File: src/rtl/bsl_pkg.sv
`timescale 1ns / 1ps
`default_nettype none

package bsl_pkg;

	typedef enum logic [2:0] {
		CMD_AND    = 3'd0,
		CMD_OR     = 3'd1,
		CMD_NOT    = 3'd2,
		CMD_SHIFT  = 3'd3,
		CMD_ROTATE = 3'd4
	} cmd_t;

	typedef enum logic [1:0] {
		DM_BIN   = 2'd0,
		DM_OCT   = 2'd1,
		DM_HEX   = 2'd2,
		DM_UNDEF = 2'd3
	} digit_mode_t;

	localparam int CNT_W      = 32;
	localparam int REM_STEP_W = 8;
	localparam int LEN_PORT_W = 7;
	// input accept to result strobe
	localparam int LATENCY    = 6;

	function automatic logic [2:0] digit_bits(input digit_mode_t mode);
		logic [2:0] nb;
		unique case (mode)
			DM_BIN:  nb = 3'd1;
			DM_HEX:  nb = 3'd4;
			default: nb = 3'd3;
		endcase
		return nb;
	endfunction

endpackage

`default_nettype wire

File: src/rtl/bsl_rem_stage.sv
`timescale 1ns / 1ps
`default_nettype none

// eight restoring remainder steps, one dividend bit each, msb first
module bsl_rem_stage
	import bsl_pkg::*;
#(
	parameter int DVW = 7
) (
	input  wire logic [DVW-1:0]        cur_rem,
	input  wire logic [REM_STEP_W-1:0] dividend_bits,
	input  wire logic [DVW-1:0]        divisor,
	output logic      [DVW-1:0]        next_rem
);

	always_comb begin
		logic [DVW:0] t;
		logic [DVW-1:0] r;
		r = cur_rem;
		for (int i = REM_STEP_W - 1; i >= 0; i--) begin
			t = {r, dividend_bits[i]};
			if (t >= {1'b0, divisor}) begin
				t = t - {1'b0, divisor};
			end
			r = t[DVW-1:0];
		end
		next_rem = r;
	end

endmodule

`default_nettype wire

File: src/rtl/bit_string_logic_shift_unit.sv
`timescale 1ns / 1ps
`default_nettype none

// channel   dir  handshake               payload
// item in   in   start & !busy           cmd, operand_a, len_a, operand_b, len_b, shift_count
// result    out  done, one cycle         result, result_len
// config    in   cfg_wr_en               cfg_wr_data (digit mode, value 3 ignored)
//
// every accepted item gives one result, in order; one item per cycle.
// the depth comes from the rotate remainder: after the length stage, 32 count bits, 8 steps
// in each of 4 stages, then one stage for the shifters and the output register.
// busy is always low; results cannot be held off, so nothing stalls.
// reset clears the valid bits, the strobe and sets the digit mode to octal.
module bit_string_logic_shift_unit
	import bsl_pkg::*;
#(
	parameter int VECTOR_BITS = 64
) (
	input  wire logic                  clk,
	input  wire logic                  arst_n,
	input  wire logic                  start,
	output logic                       busy,
	input  wire logic [2:0]            cmd,
	input  wire logic [63:0]           operand_a,
	input  wire logic [LEN_PORT_W-1:0] len_a,
	input  wire logic [63:0]           operand_b,
	input  wire logic [LEN_PORT_W-1:0] len_b,
	input  wire logic signed [31:0]    shift_count,
	input  wire logic                  cfg_wr_en,
	input  wire logic [1:0]            cfg_wr_data,
	output logic                       done,
	output logic [63:0]                result,
	output logic [LEN_PORT_W-1:0]      result_len
);

	localparam int DW    = (VECTOR_BITS < 64) ? VECTOR_BITS : 64;
	localparam int LW    = $clog2(DW + 1);
	localparam int MAXD1 = DW;
	localparam int MAXD3 = DW / 3;
	localparam int MAXD4 = DW / 4;

	digit_mode_t digit_mode_q;

	always_ff @(posedge clk or negedge arst_n) begin
		if (!arst_n) begin
			digit_mode_q <= DM_OCT;
		end else if (cfg_wr_en && (digit_mode_t'(cfg_wr_data) != DM_UNDEF)) begin
			digit_mode_q <= digit_mode_t'(cfg_wr_data);
		end
	end

	assign busy = 1'b0;

	// stage 1: length saturation and bit lengths
	logic [2:0]            nbits;
	logic [LEN_PORT_W-1:0] maxd;
	logic [LEN_PORT_W-1:0] la_sat, lb_sat;
	logic [CNT_W-1:0]      cnt_mag;

	always_comb begin
		nbits = digit_bits(digit_mode_q);
		unique case (digit_mode_q)
			DM_BIN:  maxd = LEN_PORT_W'(MAXD1);
			DM_HEX:  maxd = LEN_PORT_W'(MAXD4);
			default: maxd = LEN_PORT_W'(MAXD3);
		endcase
		if (len_a == '0)       la_sat = LEN_PORT_W'(1);
		else if (len_a > maxd) la_sat = maxd;
		else                   la_sat = len_a;
		if (len_b == '0)       lb_sat = LEN_PORT_W'(1);
		else if (len_b > maxd) lb_sat = maxd;
		else                   lb_sat = len_b;
		// negating the most negative count gives itself, which is the magnitude
		cnt_mag = shift_count[CNT_W-1] ? (~shift_count + 1'b1) : shift_count;
	end

	logic                 vld_s1;
	cmd_t                 cmd_s1;
	logic [DW-1:0]        a_s1, b_s1;
	logic [LW-1:0]        la_s1, lb_s1, nba_s1, nbb_s1;
	logic                 neg_s1;
	logic [CNT_W-1:0]     mag_s1;

	always_ff @(posedge clk or negedge arst_n) begin
		if (!arst_n) vld_s1 <= 1'b0;
		else         vld_s1 <= start && !busy;
	end

	always_ff @(posedge clk) begin
		cmd_s1 <= cmd_t'(cmd);
		a_s1   <= operand_a[DW-1:0];
		b_s1   <= operand_b[DW-1:0];
		la_s1  <= LW'(la_sat);
		lb_s1  <= LW'(lb_sat);
		nba_s1 <= LW'(la_sat * nbits);
		nbb_s1 <= LW'(lb_sat * nbits);
		neg_s1 <= shift_count[CNT_W-1];
		mag_s1 <= cnt_mag;
	end

	// stage 2: operand masking, large shift compare, first remainder steps
	logic [DW-1:0] mask_a, mask_b;
	logic [LW-1:0] rem2, rem3, rem4, rem5;

	assign mask_a = ~({DW{1'b1}} << nba_s1);
	assign mask_b = ~({DW{1'b1}} << nbb_s1);

	bsl_rem_stage #(.DVW(LW)) u_rem2 (
		.cur_rem       ('0),
		.dividend_bits (mag_s1[31:24]),
		.divisor       (nba_s1),
		.next_rem      (rem2)
	);

	logic             vld_s2, neg_s2, big_s2;
	cmd_t             cmd_s2;
	logic [DW-1:0]    a_s2, b_s2;
	logic [LW-1:0]    la_s2, lb_s2, nba_s2, rem_s2;
	logic [CNT_W-1:0] mag_s2;

	always_ff @(posedge clk or negedge arst_n) begin
		if (!arst_n) vld_s2 <= 1'b0;
		else         vld_s2 <= vld_s1;
	end

	always_ff @(posedge clk) begin
		cmd_s2 <= cmd_s1;
		a_s2   <= a_s1 & mask_a;
		b_s2   <= b_s1 & mask_b;
		la_s2  <= la_s1;
		lb_s2  <= lb_s1;
		nba_s2 <= nba_s1;
		neg_s2 <= neg_s1;
		big_s2 <= mag_s1 >= CNT_W'(nba_s1);
		mag_s2 <= mag_s1;
		rem_s2 <= rem2;
	end

	// stages 3 to 5: remaining remainder steps
	bsl_rem_stage #(.DVW(LW)) u_rem3 (
		.cur_rem       (rem_s2),
		.dividend_bits (mag_s2[23:16]),
		.divisor       (nba_s2),
		.next_rem      (rem3)
	);

	logic             vld_s3, neg_s3, big_s3;
	cmd_t             cmd_s3;
	logic [DW-1:0]    a_s3, b_s3;
	logic [LW-1:0]    la_s3, lb_s3, nba_s3, rem_s3;
	logic [CNT_W-1:0] mag_s3;

	always_ff @(posedge clk or negedge arst_n) begin
		if (!arst_n) vld_s3 <= 1'b0;
		else         vld_s3 <= vld_s2;
	end

	always_ff @(posedge clk) begin
		cmd_s3 <= cmd_s2;
		a_s3   <= a_s2;
		b_s3   <= b_s2;
		la_s3  <= la_s2;
		lb_s3  <= lb_s2;
		nba_s3 <= nba_s2;
		neg_s3 <= neg_s2;
		big_s3 <= big_s2;
		mag_s3 <= mag_s2;
		rem_s3 <= rem3;
	end

	bsl_rem_stage #(.DVW(LW)) u_rem4 (
		.cur_rem       (rem_s3),
		.dividend_bits (mag_s3[15:8]),
		.divisor       (nba_s3),
		.next_rem      (rem4)
	);

	logic             vld_s4, neg_s4, big_s4;
	cmd_t             cmd_s4;
	logic [DW-1:0]    a_s4, b_s4;
	logic [LW-1:0]    la_s4, lb_s4, nba_s4, rem_s4;
	logic [CNT_W-1:0] mag_s4;

	always_ff @(posedge clk or negedge arst_n) begin
		if (!arst_n) vld_s4 <= 1'b0;
		else         vld_s4 <= vld_s3;
	end

	always_ff @(posedge clk) begin
		cmd_s4 <= cmd_s3;
		a_s4   <= a_s3;
		b_s4   <= b_s3;
		la_s4  <= la_s3;
		lb_s4  <= lb_s3;
		nba_s4 <= nba_s3;
		neg_s4 <= neg_s3;
		big_s4 <= big_s3;
		mag_s4 <= mag_s3;
		rem_s4 <= rem4;
	end

	bsl_rem_stage #(.DVW(LW)) u_rem5 (
		.cur_rem       (rem_s4),
		.dividend_bits (mag_s4[7:0]),
		.divisor       (nba_s4),
		.next_rem      (rem5)
	);

	logic          vld_s5, neg_s5, big_s5;
	cmd_t          cmd_s5;
	logic [DW-1:0] a_s5, b_s5;
	logic [LW-1:0] la_s5, lb_s5, nba_s5, rem_s5, amt_s5;

	always_ff @(posedge clk or negedge arst_n) begin
		if (!arst_n) vld_s5 <= 1'b0;
		else         vld_s5 <= vld_s4;
	end

	always_ff @(posedge clk) begin
		cmd_s5 <= cmd_s4;
		a_s5   <= a_s4;
		b_s5   <= b_s4;
		la_s5  <= la_s4;
		lb_s5  <= lb_s4;
		nba_s5 <= nba_s4;
		neg_s5 <= neg_s4;
		big_s5 <= big_s4;
		// only meaningful when the count is below the bit length
		amt_s5 <= mag_s4[LW-1:0];
		rem_s5 <= rem5;
	end

	// stage 6: command select and output register
	logic [DW-1:0] mask_r, res_d;
	logic [LW-1:0] rot_r, len_d;

	always_comb begin
		mask_r = ~({DW{1'b1}} << nba_s5);
		rot_r  = (neg_s5 && (rem_s5 != '0)) ? (nba_s5 - rem_s5) : rem_s5;
		len_d  = la_s5;
		unique case (cmd_s5)
			CMD_AND: begin
				res_d = a_s5 & b_s5;
				len_d = (la_s5 > lb_s5) ? la_s5 : lb_s5;
			end
			CMD_OR: begin
				res_d = a_s5 | b_s5;
				len_d = (la_s5 > lb_s5) ? la_s5 : lb_s5;
			end
			CMD_NOT: begin
				res_d = ~a_s5 & mask_r;
			end
			CMD_SHIFT: begin
				if (big_s5)      res_d = '0;
				else if (neg_s5) res_d = a_s5 >> amt_s5;
				else             res_d = (a_s5 << amt_s5) & mask_r;
			end
			CMD_ROTATE: begin
				res_d = ((a_s5 << rot_r) | (a_s5 >> (nba_s5 - rot_r))) & mask_r;
			end
			default: begin
				res_d = a_s5;
			end
		endcase
	end

	always_ff @(posedge clk or negedge arst_n) begin
		if (!arst_n) done <= 1'b0;
		else         done <= vld_s5;
	end

	always_ff @(posedge clk) begin
		result     <= 64'(res_d);
		result_len <= LEN_PORT_W'(len_d);
	end

endmodule

`default_nettype wire

File: config.mk
export PLATFORM = sky130hd
export DESIGN_NAME = bit_string_logic_shift_unit
export DESIGN_NICKNAME = d
export VERILOG_FILES = /design/src/rtl/bsl_pkg.sv /design/src/rtl/bsl_rem_stage.sv /design/src/rtl/bit_string_logic_shift_unit.sv
export SDC_FILE = /design/constraint.sdc
export NUM_CORES = 2
export LEC_CHECK = 0
export ABC_CLOCK_PERIOD_IN_PS = 19260
export BUFFER_PORTS_ARGS = -buffer_cell sky130_fd_sc_hd__buf_2
export CAP_MARGIN = 15
export CORE_MARGIN = 5
export CORE_UTILIZATION = 25
export CTS_CLUSTER_SIZE = 12
export DETAILED_ROUTE_END_ITERATION = 6
export GPL_TIMING_DRIVEN = 0
export SLEW_MARGIN = 20
export SYNTH_ARGS = -nofsm -noshare
export SYNTH_HDL_FRONTEND = slang
export SYNTH_SLANG_ARGS = --single-unit
File: constraint.sdc
create_clock -name clk -period 19.26 [get_ports clk]
set_clock_uncertainty 0.15 [all_clocks]
set_input_delay 0.963 -clock clk [delete_from_list [all_inputs] [get_ports clk]]
set_output_delay 0.963 -clock clk [all_outputs]
set_load 0.05 [all_outputs]
======== Yosys cells after proc, flatten, opt, wreduce, memory -nomap -nowiden ========
Index checks and enable logic that the tools add are counted.
cells by class
  magnitude comparators ................... 36
  multipliers ............................. 2
  add/sub/neg operators ................... 35
  bitwise logic cells ..................... 13
  shift-type cells ........................ 7
  reductions and logical operators ........ 8
  muxes and demuxes ....................... 45
  equality and inequality tests ........... 6
operators with widths
  operator               count
  $and 64x64->64         6
  $pmux 64 s5            1
  $mux 7                 39
  $not 64->64            4
  $ge 8x7->1             31
  $sub 7x7->7            33
  $shl 64x7->64 const A  3
  $mux 64                2
  $or 64x64->64          2
  $shl 64x7->64          2
  $shr 64x7->64          2
  $add 32x1->32 const B  1
  $ge 32x7->1            1
  $not 32->32            1
  $mux 31                1
  $gt 7x7->1             3
  $logic_not 7->1        2
  $mul 7x3->7            2
  $pmux 7 s2             1
  $ge 1x7->1             1
  $reduce_bool 7->1      1
  $sub 1x7->7            1
  $eq 3x2->1 const B     2
  $pmux 3 s2             1
  other kinds (8)        9
storage, ports and cells
  output and inout port bits .............. 73
  input bits .............................. 183
  word-level logic and storage cells ...... 211
  register bits ........................... 970

======== Logic depth before layout (Yosys ltp) ========
  depth in word-level cells ............... 16
  gate-level depth with buffers ........... 86
  mapped depth without buffers ............ 83

======== By module ========
Synthesis repeated with hierarchy kept, for this count alone.
second synthesis, totals
  cells, all modules ...................... 6,533
  area total of the unflattened synthesis .. 58,437.3 sq um
by module, submodules not included
  module                       area each (sq um)  cells an instance  instances  seq. area each (sq um)
  bit_string_logic_shift_unit  45,389.8           4,860              1          19,459.9
  bsl_rem_stage (u_rem2 ...)   3,270.6            422                3          0.0
  bsl_rem_stage (u_rem5)       3,235.6            407                1          0.0

======== Least setup slack after synthesis ========
OpenSTA, ideal clock, no wires.
  kind .................................... register to register
  start ................................... reg nba_s3[1]
  end ..................................... reg rem_s4[4]
  required time ........................... 18.988 ns
  data arrival time ....................... 17.092 ns
  slack ................................... 1.896 ns
  period minus slack after synthesis ...... 17.364 ns
  buffers on the path ..................... 3
  library setup time ...................... 0.122 ns
  cell stages (with the launch flop) ...... 79
  cell sequence ........................... dfxtp_1 -> inv_1 -> fa_1 -> a211oi_1 -> o21ai_1 -> a21oi_2 -> mux2_2 -> ha_1 -> nor2b_1 -> o31a_1 -> o21ai_0 -> a21boi_0 -> or2_2 -> buf_2 -> nand2_1 -> a21boi_0 -> inv_1 -> fa_1 -> (+43 left out) -> a21oi_1 -> o21ai_0 -> a221o_1 -> a211o_1 -> buf_2 -> nor2_1 -> a21oi_1 -> fa_1 -> a21o_1 -> a21oi_1 -> o21bai_1 -> a21oi_1 -> o21ai_0 -> a21o_1 -> a221o_1 -> nor3b_2 -> a21oi_1 -> a221o_1
between the ends
  longest elaborated chain between the ends .. 16
  elaborated cells between the ends (all ways) .. 24
  classes of those cells .................. add/sub (8); order compare (8); mux (8)
RTL lines
  item                                       RTL line                                  RTL
  start: declaration                         bit_string_logic_shift_unit.sv:150        logic [LW-1:0] la_s3, lb_s3, nba_s3, rem_s3;
  start signal: assignment                   bit_string_logic_shift_unit.sv:164        nba_s3 <= nba_s2;
  $sub 7x7->7 or $ge 8x7->1 (tied branches)  bsl_rem_stage.sv:23, bsl_rem_stage.sv:22
  $mux 7                                     bsl_rem_stage.sv:22                       if (t >= {1'b0, divisor}) begin
  $sub 7x7->7 or $ge 8x7->1 (tied branches)  bsl_rem_stage.sv:23, bsl_rem_stage.sv:22
  $mux 7                                     bsl_rem_stage.sv:22
  $sub 7x7->7 or $ge 8x7->1 (tied branches)  bsl_rem_stage.sv:23, bsl_rem_stage.sv:22
  $mux 7                                     bsl_rem_stage.sv:22
  $sub 7x7->7 or $ge 8x7->1 (tied branches)  bsl_rem_stage.sv:23, bsl_rem_stage.sv:22
  $mux 7                                     bsl_rem_stage.sv:22
  $sub 7x7->7 or $ge 8x7->1 (tied branches)  bsl_rem_stage.sv:23, bsl_rem_stage.sv:22
  $mux 7                                     bsl_rem_stage.sv:22
  $sub 7x7->7 or $ge 8x7->1 (tied branches)  bsl_rem_stage.sv:23, bsl_rem_stage.sv:22
  $mux 7                                     bsl_rem_stage.sv:22
  $ge 8x7->1 or $sub 7x7->7 (tied branches)  bsl_rem_stage.sv:22, bsl_rem_stage.sv:23
  $mux 7                                     bsl_rem_stage.sv:22
  $sub 7x7->7 or $ge 8x7->1 (tied branches)  bsl_rem_stage.sv:23, bsl_rem_stage.sv:22
  $mux 7 *                                   bsl_rem_stage.sv:22
  via rem4[4]                                bit_string_logic_shift_unit.sv:103        logic [LW-1:0] rem2, rem3, rem4, rem5;
  end signal: assignment                     bit_string_logic_shift_unit.sv:199        rem_s4 <= rem4;
  end: declaration                           bit_string_logic_shift_unit.sv:181        logic [LW-1:0] la_s4, lb_s4, nba_s4, rem_s4;
Mark *: on every way through the listed nets, which the timed path passes. The rest lies on a longest branch.
A chain may end at the register's enable or synchronous reset.

======== Final worst setup path ========
  start ................................... reg nba_s3[0]
  end ..................................... reg rem_s4[1]
The elaborated chain is that of the path after synthesis.

==> qor.txt <==
Run status: completed
Synth Instances: 6065
Reg2Reg Depth: 80
Period utilization: 0.9497
RePlAce Congestion: 1.060
Worst Path Required: 19720 ps
WHS Path Cells: 0
Post-DP HPWL: 231.4 mm
Worst-skew pair later-pin latency: 740 ps
Fin area: 63210 µm²
ANT nets after route: 0
Clock transition at path regs: 60 ps
GRT Total Usage: 0.2370
Post-synth EDFFs: 0
Setup tns final: 0 ps
Crit Path Max Fanout: 10
Fmax: 54.67 MHz
Die Area: 228200 µm²
Total CTS buffers: 101
Final Slew Violations: 0
Crit path launch type: flop
First-pass DRT Iterations: 6
Placed Area: 59680 µm²
Finished Core Util: 0.2908
Critical Path Most Common Cell: a21o_1
Cell Rows: 171
Vias after detailed routing: 52110
Register area share after synthesis: 0.3559
Hold path start: b_s4[28]
Commonest non-fill, non-tap cell in the layout: dfxtp_1
Hold Vio Cnt, Final: 0
Worst R2R End: rem_s4[1]
Least-Margin Pin Slew: 1354 ps
Sink Count: 970
Grt total ovfl: 0
R2r setup slk: 970 ps
WP data arrival: 18750 ps
First-pass GRT wire length: 388.5 mm
Syn Nets: 6554
WS Path Type: flop to flop
I/O Buffers: 254
Largest net degree at the start of global routing: 19
Die Ht: 477.7 µm
Drt drc: 0
CTS tree: built
Initial Utilization: 0.2515
Slew HR: 0.09160
WHS Endpoint: b_s5[28]
Hold crit path type: flop to flop
Critical Path End Type: flop
Mapped Area: 54670 µm²
Vias per cell: 5.559
Highest-count cells in the layout ignoring fill and taps: 957 x dfxtp_1, 645 x nor2_1, 513 x mux2i_1
CTS Buffer Depth: 3
Yosys warnings: 0
Routed length per instance: 30.30 µm
Slowest stage delay, CP: 470 ps
Antenna violations before repair: 34
Layout cells sized above 1: 0.1283
Dominant synthesized flop cell: dfxtp_1
Worst path slowest cell: nor4_4
Max capacitance violation total: 0
Register bit total from synthesis: 970
CORE AREA: 217400 µm²
Min cycle time layout: 18290 ps
Iteration-0 DRC count of the detailed router: 6421
Die extent in x: 477.7 µm
Syn_area_per_cell: 9.015 µm²
Nets@finish: 6948
Via count of the first global-routing pass: 50240
Worst r2r src: nba_s3[0]
Setup Viol. Count Final: 0
I/O pin total: 256
H-tree depth: 3
Cell variety after synth: 112
DRT Wirelength: 284.0 mm
Clk root buf: clkbuf_16
Area grow syn2layout: 15.61%
Post-synthesis async set-or-reset flop share: 0.008247
## cells by family (layout without fill, tap and decap cells)
| logic type | after synthesis | in the layout | synth area share |
|---|---|---|---|
| DFF | 970 | 970 | 0.3559 |
| muxes | 772 | 772 | 0.1686 |
| AOI/OAI and AO/OA | 1575 | 1575 | 0.1886 |
| buffers and inverters | 600 | 1042 | 0.04215 |
| xor gates and xnor gates | 169 | 169 | 0.02732 |
| other | 1 | 14 | 0.00006859 |
| adders and majority gates | 314 | 314 | 0.07740 |
| and+or+nand+nor | 1664 | 1664 | 0.1399 |
## layer usage
| metal | share of wire | vias to the layer above | GRT usage |
|---|---|---|---|
| met5 | 0.00023 | - | 0 |
| met4 | 0.058 | 10 | 0.1134 |
| met3 | 0.094 | 675 | 0.05635 |
| met2 | 0.44 | 3022 | 0.3725 |
| met1 | 0.41 | 25700 | 0.3056 |
| li1 | - | 22710 | - |
## worst max path at each step
stage	start	endpoint	slack, ps
6_report	nba_s3[0]	rem_s4[1]	970
5_1_grt	nba_s3[0]	rem_s4[1]	-60
4_1_cts	nba_s3[0]	rem_s4[2]	8
3_5_place_dp	nba_s3[1]	rem_s4[2]	-1630
3_3_place_gp	nba_s3[1]	rem_s4[2]	-1220
2_1_floorplan	nba_s3[1]	rem_s4[4]	1900
## critical path, delay by kind of cell, from the launching register on
| kind | cells | cell delay, ps |
|---|---|---|
| simple gates | 20 | 3850 |
| flops | 1 | 450 |
| mux | 2 | 620 |
| fa+ha+maj | 9 | 3060 |
| buf+inv | 5 | 870 |
| compound gates | 44 | 9160 |
## layout make-up
| class | count | area, µm² |
|---|---|---|
| fillers | 23090 | 154200 |
| flip-flops and latches | 970 | 19470 |
| clock inverters | 28 | 362.8 |
| multi-input cells | 4495 | 33130 |
| inverters | 212 | 807.0 |
| plain buffers | 387 | 1535 |
| well taps | 2854 | 3571 |
| clock buffers | 123 | 2711 |
| repair buffers | 292 | 1589 |
| diodes | 13 | 32.53 |
## cells in the mapped netlist (19+ instances only)
| master | number | share of area |
|---|---|---|
| a211oi_1 | 67 | 0.0092 |
| a21boi_0 | 37 | 0.0051 |
| a21o_1 | 92 | 0.013 |
| a21oi_1 | 425 | 0.039 |
| a221oi_1 | 40 | 0.0064 |
| a22oi_1 | 19 | 0.0026 |
| a31oi_1 | 44 | 0.0050 |
| and2_1 | 47 | 0.0054 |
| and3_1 | 27 | 0.0031 |
| buf_1 | 76 | 0.0052 |
| buf_2 | 21 | 0.0019 |
| clkbuf_1 | 287 | 0.020 |
| dfxtp_1 | 962 | 0.35 |
| fa_1 | 43 | 0.016 |
| ha_1 | 263 | 0.060 |
| inv_1 | 204 | 0.014 |
| mux2_2 | 151 | 0.031 |
| mux2i_1 | 514 | 0.094 |
| mux4_2 | 101 | 0.042 |
| nand2_1 | 411 | 0.028 |
| nand2b_1 | 72 | 0.0082 |
| nand3_1 | 91 | 0.0083 |
| nand4_1 | 47 | 0.0054 |
| nor2_1 | 648 | 0.044 |
| nor2b_1 | 115 | 0.013 |
| nor3_1 | 95 | 0.0087 |
| o211ai_1 | 59 | 0.0081 |
| o21a_1 | 63 | 0.0087 |
| o21ai_0 | 374 | 0.034 |
| o21bai_1 | 20 | 0.0027 |
| o221ai_1 | 50 | 0.0080 |
| o22a_1 | 19 | 0.0030 |
| o22ai_1 | 32 | 0.0037 |
| o31ai_1 | 27 | 0.0037 |
| or2_2 | 23 | 0.0026 |
| or3_1 | 24 | 0.0027 |
| xnor2_1 | 121 | 0.019 |
| xor2_1 | 47 | 0.0075 |
## what timing repair did
item	4_1_cts	5_1_grt
setup buffers	3	25
endpoints found under the hold margin	7	0
pin swaps	1	8
hold buffers	1	0
resized for setup	12	36
endpoints found under the setup margin	7	21
## metrics by stage
step / std cells / setup slack (ps) / hold slack, ps
after detailed placement: 9181 / -1631 / 162.1
after floorplan: 6065 / 1896 / 159.6
after global routing: 9361 / -60.45 / 126.5
after CTS: 9336 / 7.969 / 96.87
final: 9374 / 968.5 / 155.2
after global placement: 9173 / -1218 / 159.9
Power is not shown: default switching activity piles up to over one toggle a cycle in this logic, so the estimate is an artifact.
